[config.mk]
export PLATFORM = sky130hd
export DESIGN_NAME = periodic_timer_table_unit
export DESIGN_NICKNAME = d
export VERILOG_FILES = /design/src/ptt_pkg.sv /design/src/ptt_ram.sv /design/src/ptt_engine.sv /design/src/periodic_timer_table_unit.sv
export VERILOG_INCLUDE_DIRS = /design/src /design/src/src
export SDC_FILE = /design/constraint.sdc
export NUM_CORES = 1
export LEC_CHECK = 0
export BUFFER_PORTS_ARGS = -buffer_cell sky130_fd_sc_hd__buf_4
export CAP_MARGIN = 20
export CORE_ASPECT_RATIO = 0.9
export CORE_MARGIN = 2
export CORE_UTILIZATION = 33
export DETAILED_ROUTE_END_ITERATION = 10
export PLACE_DENSITY = 0.53
export SLEW_MARGIN = 25
export SYNTH_ARGS = -nofsm -noshare
export SYNTH_HDL_FRONTEND = slang
export SYNTH_SLANG_ARGS = --single-unit
[constraint.sdc]
create_clock -name clk -period 23.8 [get_ports clk]
set_input_delay 3.57 -clock clk [delete_from_list [all_inputs] [get_ports clk]]
set_output_delay 3.57 -clock clk [all_outputs]
set_load 0.1 [all_outputs]
[src/assert_macros.svh]
// ----------------------------------------------------------------------------
// Assertion macros
// Shared concurrent assertion helpers for the timer table RTL.
// ----------------------------------------------------------------------------
`ifndef ASSERT_MACROS_SVH
`define ASSERT_MACROS_SVH

`ifndef ASSERT_OFF

// Checks that a property holds at every clock edge outside reset.
`define ASSERT_PROP(lbl, clk, rstn, prop, msg) \
    lbl: assert property (@(posedge clk) disable iff (!rstn) (prop)) else $error(msg);

// Checks that a condition never holds at a clock edge outside reset.
`define ASSERT_NEVER(lbl, clk, rstn, cond, msg) \
    lbl: assert property (@(posedge clk) disable iff (!rstn) !(cond)) else $error(msg);

`else

`define ASSERT_PROP(lbl, clk, rstn, prop, msg)
`define ASSERT_NEVER(lbl, clk, rstn, cond, msg)

`endif

`endif

[src/ptt_pkg.sv]
// ----------------------------------------------------------------------------
// Periodic timer table package
// Sizes, codes and shared types of the timer table.
// ----------------------------------------------------------------------------
package ptt_pkg;

    // Number of timer slots.
    localparam int TIMERS = 16;
    // Slot index width and entry count width.
    localparam int IDX_W  = (TIMERS > 1) ? $clog2(TIMERS) : 1;
    localparam int CNT_W  = $clog2(TIMERS + 1);

    // Operation codes carried on the input tuser.
    typedef enum logic [1:0] {
        OP_TICK = 2'd0,
        OP_ADD  = 2'd1,
        OP_DEL  = 2'd2
    } op_t;

    // Result kinds carried on the output tuser.
    typedef enum logic [2:0] {
        KIND_FIRED     = 3'd0,
        KIND_ADDED     = 3'd1,
        KIND_FULL      = 3'd2,
        KIND_DELETED   = 3'd3,
        KIND_NOT_FOUND = 3'd4,
        KIND_TICK_DONE = 3'd5
    } kind_t;

    // One stored timer entry.
    typedef struct packed {
        logic [31:0] last_time;
        logic [7:0]  hook;
        logic [15:0] period;
    } entry_t;

    localparam int ENTRY_W = $bits(entry_t);

    // Access request from the sequencer to the entry memory.
    typedef struct packed {
        logic             we;
        logic [IDX_W-1:0] waddr;
        entry_t           wdata;
        logic             re;
        logic [IDX_W-1:0] raddr;
    } mem_req_t;

endpackage

[src/ptt_ram.sv]
// ----------------------------------------------------------------------------
// Generic RAM
// One write port and one read port with registered read data.
// ----------------------------------------------------------------------------
module ptt_ram #(
    parameter int WIDTH = 8,
    parameter int DEPTH = 16
) (
    input  logic                                      clk,
    input  logic                                      we,
    input  logic [((DEPTH > 1) ? $clog2(DEPTH) : 1)-1:0] waddr,
    input  logic [WIDTH-1:0]                          wdata,
    input  logic                                      re,
    input  logic [((DEPTH > 1) ? $clog2(DEPTH) : 1)-1:0] raddr,
    output logic [WIDTH-1:0]                          rdata
);

    logic [WIDTH-1:0] mem_reg [DEPTH];
    logic [WIDTH-1:0] rdata_reg;

    // Write port.
    always_ff @(posedge clk)
    begin
        if (we)
        begin
            mem_reg[waddr] <= wdata;
        end
    end

    // Read port; the data holds until the next read.
    always_ff @(posedge clk)
    begin
        if (re)
        begin
            rdata_reg <= mem_reg[raddr];
        end
    end

    assign rdata = rdata_reg;

endmodule

[src/ptt_engine.sv]
// ----------------------------------------------------------------------------
// Timer table sequencer
// Walks the entry memory for ticks and deletes, writes new entries for adds,
// and drives the result output register.
// ----------------------------------------------------------------------------
`include "assert_macros.svh"

module ptt_engine
    import ptt_pkg::*;
(
    input  logic       clk,
    input  logic       rst_n,
    input  logic       s_tvalid,
    output logic       s_tready,
    input  logic [55:0] s_tdata,   // period_seconds [15:0], hook_id [23:16], now_seconds [55:24]
    input  logic [1:0] s_tuser,    // operation [1:0]
    output logic       m_tvalid,
    input  logic       m_tready,
    output logic [7:0] m_tdata,    // fired_hook [7:0]
    output logic [2:0] m_tuser,    // result_kind [2:0]
    output logic       m_tlast,
    output mem_req_t   mem_req,
    input  entry_t     rd_entry
);

    typedef enum logic [4:0] {
        S_IDLE  = 5'b00001,
        S_TICK  = 5'b00010,
        S_DEL   = 5'b00100,
        S_SHIFT = 5'b01000,
        S_EMIT  = 5'b10000
    } state_t;

    state_t           state_reg, state_next;
    logic [IDX_W-1:0] idx_reg, idx_next;
    logic [CNT_W-1:0] count_reg, count_next;
    logic [31:0]      now_reg, now_next;
    logic [15:0]      period_reg, period_next;
    logic [7:0]       hook_reg, hook_next;
    kind_t            kind_reg, kind_next;
    logic             out_valid_reg, out_valid_next;
    kind_t            out_kind_reg, out_kind_next;
    logic [7:0]       out_hook_reg, out_hook_next;
    logic             out_last_reg, out_last_next;

    logic             out_free;
    logic             accept;
    logic             out_load;
    kind_t            load_kind;
    logic [7:0]       load_hook;
    logic             load_last;
    logic [CNT_W-1:0] count_m1;
    logic [IDX_W-1:0] last_idx;
    logic [31:0]      elapsed;
    logic             fire;
    logic             match;
    logic             table_full;

    // Handshake and helper terms.
    assign out_free   = !out_valid_reg || m_tready;
    assign s_tready   = (state_reg == S_IDLE) && out_free;
    assign accept     = s_tvalid && s_tready;
    assign count_m1   = count_reg - CNT_W'(1);
    assign last_idx   = count_m1[IDX_W-1:0];
    assign elapsed    = now_reg - rd_entry.last_time;
    assign fire       = elapsed >= {16'd0, rd_entry.period};
    assign match      = (rd_entry.period == period_reg) && (rd_entry.hook == hook_reg);
    assign table_full = (count_reg == CNT_W'(TIMERS));

    // Sequencer: at most one memory read and at most one write per cycle.
    always_comb
    begin
        state_next  = state_reg;
        idx_next    = idx_reg;
        count_next  = count_reg;
        now_next    = now_reg;
        period_next = period_reg;
        hook_next   = hook_reg;
        kind_next   = kind_reg;
        mem_req     = '0;
        out_load    = 1'b0;
        load_kind   = KIND_TICK_DONE;
        load_hook   = 8'd0;
        load_last   = 1'b1;

        case (state_reg)
            S_IDLE:
            begin
                if (accept)
                begin
                    now_next    = s_tdata[55:24];
                    period_next = s_tdata[15:0];
                    hook_next   = s_tdata[23:16];
                    case (s_tuser)
                        OP_TICK:
                        begin
                            if (count_reg == '0)
                            begin
                                out_load  = 1'b1;
                                load_kind = KIND_TICK_DONE;
                            end
                            else
                            begin
                                mem_req.re    = 1'b1;
                                mem_req.raddr = last_idx;
                                idx_next      = last_idx;
                                state_next    = S_TICK;
                            end
                        end
                        OP_ADD:
                        begin
                            out_load = 1'b1;
                            if (table_full)
                            begin
                                load_kind = KIND_FULL;
                            end
                            else
                            begin
                                load_kind                = KIND_ADDED;
                                mem_req.we               = 1'b1;
                                mem_req.waddr            = count_reg[IDX_W-1:0];
                                mem_req.wdata.last_time  = s_tdata[55:24];
                                mem_req.wdata.hook       = s_tdata[23:16];
                                mem_req.wdata.period     = s_tdata[15:0];
                                count_next               = count_reg + CNT_W'(1);
                            end
                        end
                        OP_DEL:
                        begin
                            if (count_reg == '0)
                            begin
                                out_load  = 1'b1;
                                load_kind = KIND_NOT_FOUND;
                            end
                            else
                            begin
                                mem_req.re    = 1'b1;
                                mem_req.raddr = last_idx;
                                idx_next      = last_idx;
                                state_next    = S_DEL;
                            end
                        end
                        default:
                        begin
                            // Unused operation code: no effect and no result.
                        end
                    endcase
                end
            end

            S_TICK:
            begin
                // A firing entry waits here until the output register is free.
                if (!fire || out_free)
                begin
                    if (fire)
                    begin
                        mem_req.we              = 1'b1;
                        mem_req.waddr           = idx_reg;
                        mem_req.wdata.last_time = now_reg;
                        mem_req.wdata.hook      = rd_entry.hook;
                        mem_req.wdata.period    = rd_entry.period;
                        out_load                = 1'b1;
                        load_kind               = KIND_FIRED;
                        load_hook               = rd_entry.hook;
                        load_last               = 1'b0;
                    end
                    if (idx_reg == '0)
                    begin
                        kind_next  = KIND_TICK_DONE;
                        state_next = S_EMIT;
                    end
                    else
                    begin
                        mem_req.re    = 1'b1;
                        mem_req.raddr = idx_reg - IDX_W'(1);
                        idx_next      = idx_reg - IDX_W'(1);
                    end
                end
            end

            S_DEL:
            begin
                if (match)
                begin
                    if (idx_reg == last_idx)
                    begin
                        count_next = count_m1;
                        kind_next  = KIND_DELETED;
                        state_next = S_EMIT;
                    end
                    else
                    begin
                        mem_req.re    = 1'b1;
                        mem_req.raddr = idx_reg + IDX_W'(1);
                        idx_next      = idx_reg + IDX_W'(1);
                        state_next    = S_SHIFT;
                    end
                end
                else if (idx_reg == '0)
                begin
                    kind_next  = KIND_NOT_FOUND;
                    state_next = S_EMIT;
                end
                else
                begin
                    mem_req.re    = 1'b1;
                    mem_req.raddr = idx_reg - IDX_W'(1);
                    idx_next      = idx_reg - IDX_W'(1);
                end
            end

            S_SHIFT:
            begin
                // Move the entry just read one slot down to close the gap.
                mem_req.we    = 1'b1;
                mem_req.waddr = idx_reg - IDX_W'(1);
                mem_req.wdata = rd_entry;
                if (idx_reg == last_idx)
                begin
                    count_next = count_m1;
                    kind_next  = KIND_DELETED;
                    state_next = S_EMIT;
                end
                else
                begin
                    mem_req.re    = 1'b1;
                    mem_req.raddr = idx_reg + IDX_W'(1);
                    idx_next      = idx_reg + IDX_W'(1);
                end
            end

            S_EMIT:
            begin
                if (out_free)
                begin
                    out_load   = 1'b1;
                    load_kind  = kind_reg;
                    state_next = S_IDLE;
                end
            end

            default:
            begin
                state_next = S_IDLE;
            end
        endcase
    end

    // Output register next values.
    always_comb
    begin
        out_valid_next = out_valid_reg;
        out_kind_next  = out_kind_reg;
        out_hook_next  = out_hook_reg;
        out_last_next  = out_last_reg;
        if (out_load)
        begin
            out_valid_next = 1'b1;
            out_kind_next  = load_kind;
            out_hook_next  = load_hook;
            out_last_next  = load_last;
        end
        else if (m_tready)
        begin
            out_valid_next = 1'b0;
        end
    end

    // Control registers.
    always_ff @(posedge clk or negedge rst_n)
    begin
        if (!rst_n)
        begin
            state_reg     <= S_IDLE;
            count_reg     <= '0;
            out_valid_reg <= 1'b0;
        end
        else
        begin
            state_reg     <= state_next;
            count_reg     <= count_next;
            out_valid_reg <= out_valid_next;
        end
    end

    // Payload registers.
    always_ff @(posedge clk)
    begin
        idx_reg      <= idx_next;
        now_reg      <= now_next;
        period_reg   <= period_next;
        hook_reg     <= hook_next;
        kind_reg     <= kind_next;
        out_kind_reg <= out_kind_next;
        out_hook_reg <= out_hook_next;
        out_last_reg <= out_last_next;
    end

    assign m_tvalid = out_valid_reg;
    assign m_tdata  = out_hook_reg;
    assign m_tuser  = out_kind_reg;
    assign m_tlast  = out_last_reg;

    // Checks on the sequencer.
    `ASSERT_NEVER(a_count_range, clk, rst_n, count_reg > CNT_W'(TIMERS), "entry count above table size")
    `ASSERT_NEVER(a_no_overwrite, clk, rst_n, out_load && out_valid_reg && !m_tready, "result overwritten while stalled")
    `ASSERT_NEVER(a_rw_same_slot, clk, rst_n, mem_req.we && mem_req.re && (mem_req.waddr == mem_req.raddr), "read and write of one slot in one cycle")
    `ASSERT_PROP(a_full_keeps_count, clk, rst_n, (accept && (s_tuser == OP_ADD) && table_full) |=> $stable(count_reg), "add to full table changed the count")

endmodule

[src/periodic_timer_table_unit.sv]
// Latency: add, and tick or delete on an empty table, give their word the cycle after acceptance.
// A tick reads one entry per cycle from the single memory read port unless a firing entry stalls.
// A delete scans down to the match and then moves each newer entry one slot per cycle.
// One item is worked at a time; a new item is taken after the last result, when the output is free.
// Reset clears the state, entry count and output valid; the memory is not cleared and needs no pass.
// ----------------------------------------------------------------------------
// Periodic timer table unit
// Table of periodic timers with add, delete and tick operations.
// ----------------------------------------------------------------------------
module periodic_timer_table_unit
    import ptt_pkg::*;
(
    input  logic        clk,
    input  logic        rst_n,
    input  logic        s_tvalid,
    output logic        s_tready,
    input  logic [55:0] s_tdata,   // period_seconds [15:0], hook_id [23:16], now_seconds [55:24]
    input  logic [1:0]  s_tuser,   // operation [1:0]
    output logic        m_tvalid,
    input  logic        m_tready,
    output logic [7:0]  m_tdata,   // fired_hook [7:0]
    output logic [2:0]  m_tuser,   // result_kind [2:0]
    output logic        m_tlast
);

    mem_req_t             mem_req;
    entry_t               rd_entry;
    logic [ENTRY_W-1:0]   rd_bits;

    // Entry memory: period, hook and last firing or add time per slot.
    ptt_ram #(
        .WIDTH (ENTRY_W),
        .DEPTH (TIMERS)
    ) u_ram (
        .clk   (clk),
        .we    (mem_req.we),
        .waddr (mem_req.waddr),
        .wdata (mem_req.wdata),
        .re    (mem_req.re),
        .raddr (mem_req.raddr),
        .rdata (rd_bits)
    );

    assign rd_entry = entry_t'(rd_bits);

    // Sequencer and result register.
    ptt_engine u_engine (
        .clk      (clk),
        .rst_n    (rst_n),
        .s_tvalid (s_tvalid),
        .s_tready (s_tready),
        .s_tdata  (s_tdata),
        .s_tuser  (s_tuser),
        .m_tvalid (m_tvalid),
        .m_tready (m_tready),
        .m_tdata  (m_tdata),
        .m_tuser  (m_tuser),
        .m_tlast  (m_tlast),
        .mem_req  (mem_req),
        .rd_entry (rd_entry)
    );

endmodule

-- Yosys cells after proc, flatten, opt, wreduce, memory -nomap -nowiden
Memories as Yosys holds them, arrays and structs flattened. A register that Yosys moved wholly into a read port is not among the register bits.
Index checks and enable logic that the tools add are counted.
- add/sub/neg operators: 5
- $lt $le $gt $ge: 1
- equality and inequality tests: 25
- mux-type cells: 63
- reduce and logical (&&, ||, !) cells: 22
- operators with widths (cell ; number):
    $mux 61 ; 3
    $pmux 61 s3 ; 1
    $mux 66 ; 2
    $mux 5 ; 19
    $ge 32x16->1 ; 1
    $sub 32x32->32 ; 1
    $mux 4 ; 7
    $mux 3 ; 9
    $pmux 5 s5 ; 1
    $pmux 5 s4 ; 1
    $pmux 3 s3 ; 2
    $eq 16x16->1 ; 1
    $pmux 4 s4 ; 1
    $pmux 5 s3 ; 1
    $ne 2x1->1 const B ; 6
    $mux 1 ; 11
    $eq 5x5->1 const B ; 2
    $pmux 5 s2 ; 1
    $reduce_and 5->1 ; 2
    $ne 3x3->1 const B ; 3
    $eq 8x8->1 ; 1
    $ne 2x2->1 const B ; 4
    $reduce_and 7->1 ; 1
    $pmux 3 s2 ; 1
    28 further kinds ; 34
- register bits after elaboration: 86
- RAM bits: 896
- memories: 1
- memory list (memory ; depth ; width ; read ports ; clocked after memory_dff ; write ports ; line ; RTL):
    u_ram.mem_reg ; 16 ; 56 ; 1 ; 1 ; 1 ; ptt_ram.sv:18 ; logic [WIDTH-1:0] mem_reg [DEPTH];

-- Longest topological paths before layout
Gate-level depths: netlist (run 1).
- depth in word-level cells: 8
- depth in mapped cells: 26
- gate-level depth less buffers: 23

-- Cells and area by module
Synthesis (run 1) repeated with hierarchy kept, for this count alone.
- cell total of the unflattened synthesis: 2295
- area, all modules: 42633.4 um^2
- by module, submodules not included (module ; times used ; cells an instance ; area each (um^2) ; seq. area each (um^2)):
    ptt_ram ; 1 ; 1445 ; 35238.8 ; 28587.4
    ptt_engine ; 1 ; 850 ; 7394.6 ; 2528.7

-- Worst setup path before layout (run 1)
OpenSTA, ideal clock, no wires.
- path type: input-to-reg
- start: input port m_tready
- end: memory u_ram.mem_reg[3][0] (netlist bit) (enable)
- library setup time: 539 ps
- data arrival time: 10664 ps
- required time: 23261 ps
- slack: 12597 ps
- stages: 10
- buffers on the path: 2
- cell sequence: nand2b_1 and3_1 clkbuf_1 and3_1 clkbuf_1 a2bb2oi_1 nor2_1 nor2_1 a221o_1 nor3_1
- longest elaborated chain between the ends: 7
- elaborated cells on any way between the ends: 9
- classes of those cells: 5 x mux; 4 x reduce/logical
- ends and longest elaborated chain (what ; line ; RTL):
    from (decl) ; periodic_timer_table_unit.sv:20 ; input logic m_tready,
    $logic_or 1x1->1 (*) ; ptt_engine.sv:60 ; assign out_free = !out_valid_reg || m_tready;
    $logic_and 1x1->1 ; ptt_engine.sv:61 ; assign s_tready = (state_reg == S_IDLE) && out_free;
    $logic_and 1x1->1 ; ptt_engine.sv:62 ; assign accept = s_tvalid && s_tready;
    $mux 66 ; ptt_engine.sv:89 ; if (accept)
    $pmux 61 s3 (*) ; ptt_engine.sv:86 ; case (state_reg)
    $mux 1 ; ptt_ram.sv:24 ; if (we)
    $mux 1 (implied by the code) ; ptt_ram.sv:26 ; mem_reg[waddr] <= wdata;
    to (decl) ; ptt_ram.sv:18 ;
Mark *: on every way between the ends. The rest lies on a longest branch, timed or not.

-- Worst setup path in the final report (run 1)
- start: input port m_tready
- end: register u_ram.rdata_reg[15], in the netlist u_ram.rdata[15], read port of u_ram.mem_reg, data pin
- longest elaborated chain between the ends: 5
- elaborated cells on any way between the ends: 7
- classes of those cells: 3 x mux; 4 x reduce/logical
- ends and longest elaborated chain (what ; line ; RTL):
    $logic_or 1x1->1 (*) ; ptt_engine.sv:60 ;
    $logic_and 1x1->1 ; ptt_engine.sv:61 ;
    $logic_and 1x1->1 ; ptt_engine.sv:62 ;
    $mux 66 ; ptt_engine.sv:89 ;
    $pmux 5 s4 (*) ; ptt_engine.sv:86 ;
    to (decl) ; ptt_ram.sv:19 ; logic [WIDTH-1:0] rdata_reg;
Marks and branches as above.
A chain may end at the register's enable or synchronous reset.

==> key figures, run 1 <==
Status
  – Outcome: finished clean

Synth
  – Prevailing post-synth register cell: edfxtp_1
  – Gate Count Post-Synth: 2671
  – EDFF count, synth: 1027
  – Synth unique cells: 81
  – Mean instance size in the synthesized netlist: 16.2 um^2
  – Flop and latch count out of synthesis: 1038
  – Ys async rst share: 1.06%
  – Area share of the largest cell type after synthesis: 71.4%
  – Synth Net Count: 2791
  – Library cell occupying the most area in the post-synthesis netlist: edfxtp_1
  – Post-synthesis instance area: 0.0432 mm^2
  – Top post-synthesis cells by area: edfxtp_1 (71%), mux2i_1 (10%), o22ai_1 (3.2%), ha_1 (1.7%), or4_1 (0.97%)
  – Syn. warnings: 0
  – Portion of the post-synthesis area used by sequential elements: 72.0%

Die
  – Core Box Area: 0.129 mm^2
  – Width of the die: 385 um
  – Die boundary height: 347 um
  – Effective utilization at floorplan: 33.4%
  – Floorplan die area: 0.134 mm^2
  – IO Pins: 76
  – Cell row count: 125

Clock tree
  – Root Buffer Master: clkbuf_16
  – Maximum level of the CTS H-tree: 3
  – Maximum buffer depth of the clock tree: 3
  – Count of buffers added by post-CTS timing repair for setup: 0
  – Skew-Pair Late Insertion Delay: 0.71 ns
  – Num CTS Buffers: 106
  – CTS tree: done
  – Number of sinks driven by the clock tree: 1038
  – Register clock-pin slew on the reported worst setup and hold paths: 0.06 ns
  – Number of resized instances in the post-cts repair step: 0
  – Post-CTS Hold Buffers: 0

Timing
  – Slew at the pin closest to its max-slew limit: 1.13 ns
  – Setup repair after global routing missed its margin: no
  – Final hold vios: 0
  – Final worst setup slack: 15.11 ns
  – Worst Clk Skew: 0.0338 ns
  – Final period util: 36.5%
  – Fin. max-slew vios: 0
  – Final period demand of the worst path: 8.69 ns
  – Endpoints failing setup: 0
  – Accumulated negative setup slack: 0 ns
  – Max Freq: 115 MHz
  – Worst-case headroom to the max-slew limit: 24.8%

Setup path
  – Nature of the critical path startpoint: input port
  – Maximum fanout encountered on the critical timing path: 104
  – Endpoint kind of the worst setup timing path: flop
  – Start-to-end type of the worst setup path: in2reg
  – Worst endpoint data arrival time: 9.13 ns
  – Reg2reg start: u_ram.rdata[24]
  – Critical path launch point: m_tready
  – Critical path required time: 24.23 ns

GRT
  – Global-route wire length before repair: 178 mm
  – Largest net degree at the start of global routing: 152
  – Tot GR Track Use: 18.3%
  – GR Overflow Total: 0
  – Vias in the first global route: 24500
  – Initial antenna violation count: 1

Finish
  – Number of filler instances in the final layout: 12000
  – Core occupancy in the finished layout: 38.1%
  – Final cell area excluding filler cells: 0.0494 mm^2
  – Post-synthesis to final-layout area growth: 14.3%
  – Count of nets after finishing: 2893
  – Flip-flop count of the largest register after layout: 896
  – Share of post-route cells with drive strength above 1: 11.8%

Power
  – Worst ir drop on vdd: 0.0000609 V
  – Pwr Total: 5.41 mW
  – Pleak: 19.1 nW
  – Power density over the cells: 110 mW/mm^2

Place
  – Worst Setup Slack post-DPL: 14.63 ns
  – Placed Instance Area: 0.0458 mm^2
  – Placer congestion estimate: 0.879
  – Post-DP HPWL: 68.9 mm
  – Number of port buffers: 75

Detailed routing
  – Initial DRT Pass Iterations: 6
  – First DRT Iteration DRCs: 2447
  – Post-route DRC violation count: 0
  – Routed wire length per instance: 27.3 um
  – Final ANT Viol Nets: 0
  – Routed WL: 125 mm
  – Vias post-DR: 25100
  – Routed via count divided by cell count: 5.49

Min path
  – Beginning of the worst hold path: u_engine.count_reg[4]
  – Min-delay worst type: reg2reg

Flow run
  – Maximum capacitance violations: 0
[path summary, 6_finish.rpt]
kind                            cells after the start  slack, ns               endpoint
worst max-delay path                               15      15.11        u_ram.rdata[15]
worst min-delay path                                1       0.48  u_engine.count_reg[4]
worst max register to register                     24      15.57        u_ram.rdata[15]
worst min register to register                      1       0.48  u_engine.count_reg[4]
max in group asynchronous                           1      20.86  u_engine.state_reg[0]
min in group asynchronous                           1       2.70  u_engine.count_reg[4]
[layer usage]
| layer | vias to the layer above | global-route usage, % | share of wire (%) |
|---|---|---|---|
| li1 | 10900 | - | - |
| met1 | 13200 | 26.3 | 45 |
| met2 | 878 | 29.2 | 47 |
| met3 | 179 | 2.41 | 5.8 |
| met4 | 0 | 4.45 | 2.2 |
| met5 | - | 0 | 0 |
[final cells by class]
class	instances	area, um^2	share of cell area (%)
clock buffers	120	2730	5.52
repair buffers	132	1090	2.22
diodes	1	2.50	0.00507
inverters	97	364	0.737
multi-input cells	1398	11100	22.5
clock inverters	77	831	1.68
flip-flops and latches	1038	31100	63.0
well taps	1714	2140	4.34
[synth_stat cells, types with 25 or more instances]
cell	number
inv_1	96
xnor2_1	40
edfxtp_1	1027
clkbuf_1	59
ha_1	57
buf_2	32
a22o_1	25
or4_1	56
a222oi_1	32
o22ai_1	222
nand2_1	70
nand4_1	25
buf_6	27
a21oi_1	54
nor2_1	86
mux2i_1	444
o21ai_0	42
[kinds of logic after synthesis]
logic type / after synthesis / share of synthesized area [%]
AND/OR/NAND/NOR: 345 / 4.30
multiplexers: 446 / 10.3
adder cells (fa/ha/maj): 58 / 1.70
flip-flops: 1038 / 72.0
XOR/XNOR: 56 / 1.14
buffers and inverters: 235 / 2.68
AO/OA/AOI/OAI: 493 / 7.81
[worst max-delay path, cell delays in order]
cell and delay (ns):
buf_4 0.11, nand2b_1 0.30, and3_4 0.31, o211ai_1 0.34
nor2_1 0.10, a221oi_1 0.29, a21boi_0 0.25, buf_4 0.21
and2_4 0.75, buf_4 0.77, buf_12 0.38, buf_16 0.47
mux2i_1 0.27, o22ai_1 0.12, or4_1 0.61
[placed cells by master, fill, tap and decap left out, types with 16 or more instances in the layout]
cell type     n
edfxtp_1   1027
mux2i_1     444
o22ai_1     222
buf_4       123
clkbuf_16   107
inv_1        96
nor2_1       71
nand2_1      67
ha_1         57
or4_1        56
a21oi_1      54
o21ai_0      42
xnor2_1      40
a222oi_1     32
clkinv_1     30
nand4_1      25
a22o_1       25
xor2_1       16
nand3_1      16
clkinv_2     16
[where the power goes]
group	total, mW	internal (mW)	switching, mW	leakage [nW]
sequential	2.30	2.22	0.0805	9.66
clock	1.70	0.979	0.717	1.72
combinational	1.42	0.478	0.939	7.68
total	5.41	3.67	1.74	19.1
[per-stage QoR]
stage                     hold WS [ns]  cells
after detailed placement         0.481   4377
after CTS                        0.490   4574
after floorplan                  0.454   2671
final                            0.485   4577
after global routing             0.504   4576
after global placement           0.475   4374
No activity file was read; power rests on OpenSTA's default activity.
==> inputs of run 2 (changes only) <==
PLACE_DENSITY = 0.55   (was 0.53)
clock period = 7.11 ns   (was 23.8 ns; I/O delays follow)
==> key figures, run 2 (synthesis gave the netlist of run 1 again) <==
Status
  – Outcome: finished clean

Detailed routing
  – Final ANT Viol Nets: 0 (unchanged)
  – First DRT Iteration DRCs: 2567 (+4.9%)
  – Routed wire length per instance: 26.0 um (-4.7%)
  – Routed via count divided by cell count: 5.38 (-2.0%)
  – Vias post-DR: 24900 (-0.92%)
  – Post-route DRC violation count: 0 (unchanged)
  – Initial DRT Pass Iterations: 6 (unchanged)
  – Routed WL: 120 mm (-3.7%)

Clock tree
  – Register clock-pin slew on the reported worst setup and hold paths: 0.06 ns (about the same)
  – Post-CTS Hold Buffers: 0 (unchanged)
  – CTS tree: done
  – Root Buffer Master: clkbuf_16
  – Number of resized instances in the post-cts repair step: 0 (unchanged)
  – Count of buffers added by post-CTS timing repair for setup: 0 (unchanged)
  – Num CTS Buffers: 109 (+2.8%)
  – Maximum buffer depth of the clock tree: 3 (unchanged)
  – Skew-Pair Late Insertion Delay: 0.72 ns (about the same)
  – Maximum level of the CTS H-tree: 3 (unchanged)
  – Number of sinks driven by the clock tree: 1038 (unchanged)

Setup path
  – Nature of the critical path startpoint: flop
  – Worst endpoint data arrival time: 7.20 ns (-1.93 ns)
  – Maximum fanout encountered on the critical timing path: 14 (-87%)
  – Endpoint kind of the worst setup timing path: flop
  – Critical path required time: 7.55 ns (-16.68 ns)
  – Start-to-end type of the worst setup path: reg2reg

Finish
  – Final cell area excluding filler cells: 0.0503 mm^2 (+1.9%)
  – Count of nets after finishing: 2945 (+1.8%)
  – Number of filler instances in the final layout: 11900 (-0.19%)
  – Most used cells in the layout excluding fill and tap cells: edfxtp_1 (1027), mux2i_1 (444), o22ai_1 (222)
  – Post-synthesis to final-layout area growth: 16.5%
  – ANT cells: 0 (-1)
  – Core occupancy in the finished layout: 38.9% (+0.73 points)
  – Combined area of the multi-input logic cells: 0.0111 mm^2 (+0.28%)
  – Leading cell type in the layout, fill and taps excluded: edfxtp_1
  – Cell Count, Final, Fillers Out: 4626 (+1.1%)
  – Share of post-route cells with drive strength above 1: 13.7% (+1.9 points)
  – Flip-flop count of the largest register after layout: 896 (unchanged)
  – Storage element area: 0.0311 mm^2 (unchanged)

GRT
  – Initial antenna violation count: 1 (unchanged)
  – GR Overflow Total: 0 (unchanged)
  – Tot GR Track Use: 17.7% (-0.58 points)
  – Vias in the first global route: 24400 (-0.48%)
  – Global-route wire length before repair: 173 mm (-2.6%)
  – Largest net degree at the start of global routing: 57 (-63%)

Die
  – Floorplan die area: 0.134 mm^2 (unchanged)
  – IO Pins: 76 (unchanged)
  – Die boundary height: 347 um (unchanged)
  – Effective utilization at floorplan: 33.4% (unchanged)
  – Cell row count: 125 (unchanged)
  – Core Box Area: 0.129 mm^2 (unchanged)
  – Width of the die: 385 um (unchanged)

Place
  – Worst Setup Slack post-DPL: 0.296 ns (-14.34 ns)
  – Placed Instance Area: 0.0467 mm^2 (+2.0%)
  – Number of placed instances, taps included: 4428 (+1.2%)
  – Number of port buffers: 75 (unchanged)
  – Post-DP HPWL: 70.7 mm (+2.6%)
  – Placer congestion estimate: 0.883 (+0.35%)

Flow run
  – Maximum capacitance violations: 0 (unchanged)

Power
  – Portion of total power attributed to combinational logic: 26.6% (+0.4 points)
  – Clock network power share: 31.5% (+0.2 points)
  – Pleak: 19.5 nW (+2.4%)
  – Relative contribution of sequential cells to total power: 42.0% (-0.5 points)
  – Power density over the cells: 365 mW/mm^2 (+230%)
  – Pwr Total: 18.4 mW (+240%)
  – Switching fraction of total power: 31.7% (-0.40 points)
  – NetSw: 5.82 mW (+240%)
  – Worst ir drop on vdd: 0.000271 V (+340%)
  – Internal power component: 12.5 mW (+240%)

Timing
  – Final hold vios: 0 (unchanged)
  – Setup repair after global routing missed its margin: no
  – Slew at the pin closest to its max-slew limit: 1.03 ns (-0.0945 ns)
  – Final worst setup slack: 0.350 ns (-14.76 ns)
  – Final period demand of the worst path: 6.76 ns
  – Worst Clk Skew: 0.0604 ns (+0.0267 ns)
  – Fin. max-slew vios: 0 (unchanged)
  – Final period util: 95.1%
  – Endpoints failing setup: 0 (unchanged)
  – Worst-case headroom to the max-slew limit: 31.2% (+6.3 points)
  – Max Freq: 148 MHz

Min path
  – Min-delay worst type: in2async
==> run 2: power groups by stage <==
| stage | clock network [mW] | registers (mW) | logic, mW |
|---|---|---|---|
| 3_3_place_gp | 0 | 7.83 | 4.80 |
| 3_5_place_dp | 0 | 7.82 | 4.84 |
| 6_report | 5.78 | 7.70 | 4.88 |
| 2_1_floorplan | 0 | 7.79 | 3.15 |
| 5_1_grt | 6.12 | 7.74 | 5.25 |
| 4_1_cts | 5.90 | 7.70 | 4.86 |
==> run 2: per-stage QoR <==
stage	TNS, ns	hold WS (ns)
global route	0	0.199
detailed placement	0	0.493
global placement	0	0.485
CTS	0	0.182
finish	0	0.222
floorplan	-35.43	0.454
==> run 2: layout make-up <==
type                       count  area share, %
sequential                  1038           61.8
multi-input combinational   1398           22.1
clock inverter                75           1.66
clock buffer                 123           5.57
tap                         1714           4.26
inverter                      97          0.723
timing repair buffer         181           3.83
==> run 2: path summary, 6_finish.rpt <==
kind / start / end / slack, ns / cells after the start
max: u_ram.rdata[24] / u_ram.rdata[7] / 0.35 / 22
min: rst_n / u_engine.m_tvalid / 0.22 / 1
max reg2reg: u_ram.rdata[24] / u_ram.rdata[7] / 0.35 / 22
min reg2reg: u_engine.count_reg[4] / u_engine.count_reg[4] / 0.51 / 1
max in group asynchronous: rst_n / u_engine.state_reg[0] / 6.66 / 1
min in group clk: u_engine.count_reg[4] / u_engine.count_reg[4] / 0.51 / 1
==> run 2: critical path, stage by stage (launching register included) <==
cell       delay (ns)
edfxtp_1         0.42
ha_1             0.26
fa_1             0.41
nor2b_1          0.19
o2111ai_1        0.23
a211oi_1         0.55
nor2_1           0.15
xnor2_1          0.16
ha_1             0.27
nand4_1          0.10
or3_1            0.11
a221o_1          0.10
nand4_1          0.09
or4_1            0.41
nor3_1           0.25
nand4_1          0.22
nor4_4           0.57
buf_4            0.26
a21o_2           0.30
or3_4            0.43
buf_4            0.35
o22ai_1          0.10
or4_1            0.54
==> run 2: metal layers <==
layer | wire length (um) | global-route usage [%] | vias up | share of wire [%]
li1 | - | - | 11000 | -
met1 | 54600 | 25.5 | 12900 | 45
met2 | 54900 | 27.2 | 832 | 46
met3 | 7050 | 2.77 | 191 | 5.9
met4 | 3720 | 5.77 | 0 | 3.1
met5 | 0 | 0 | - | 0
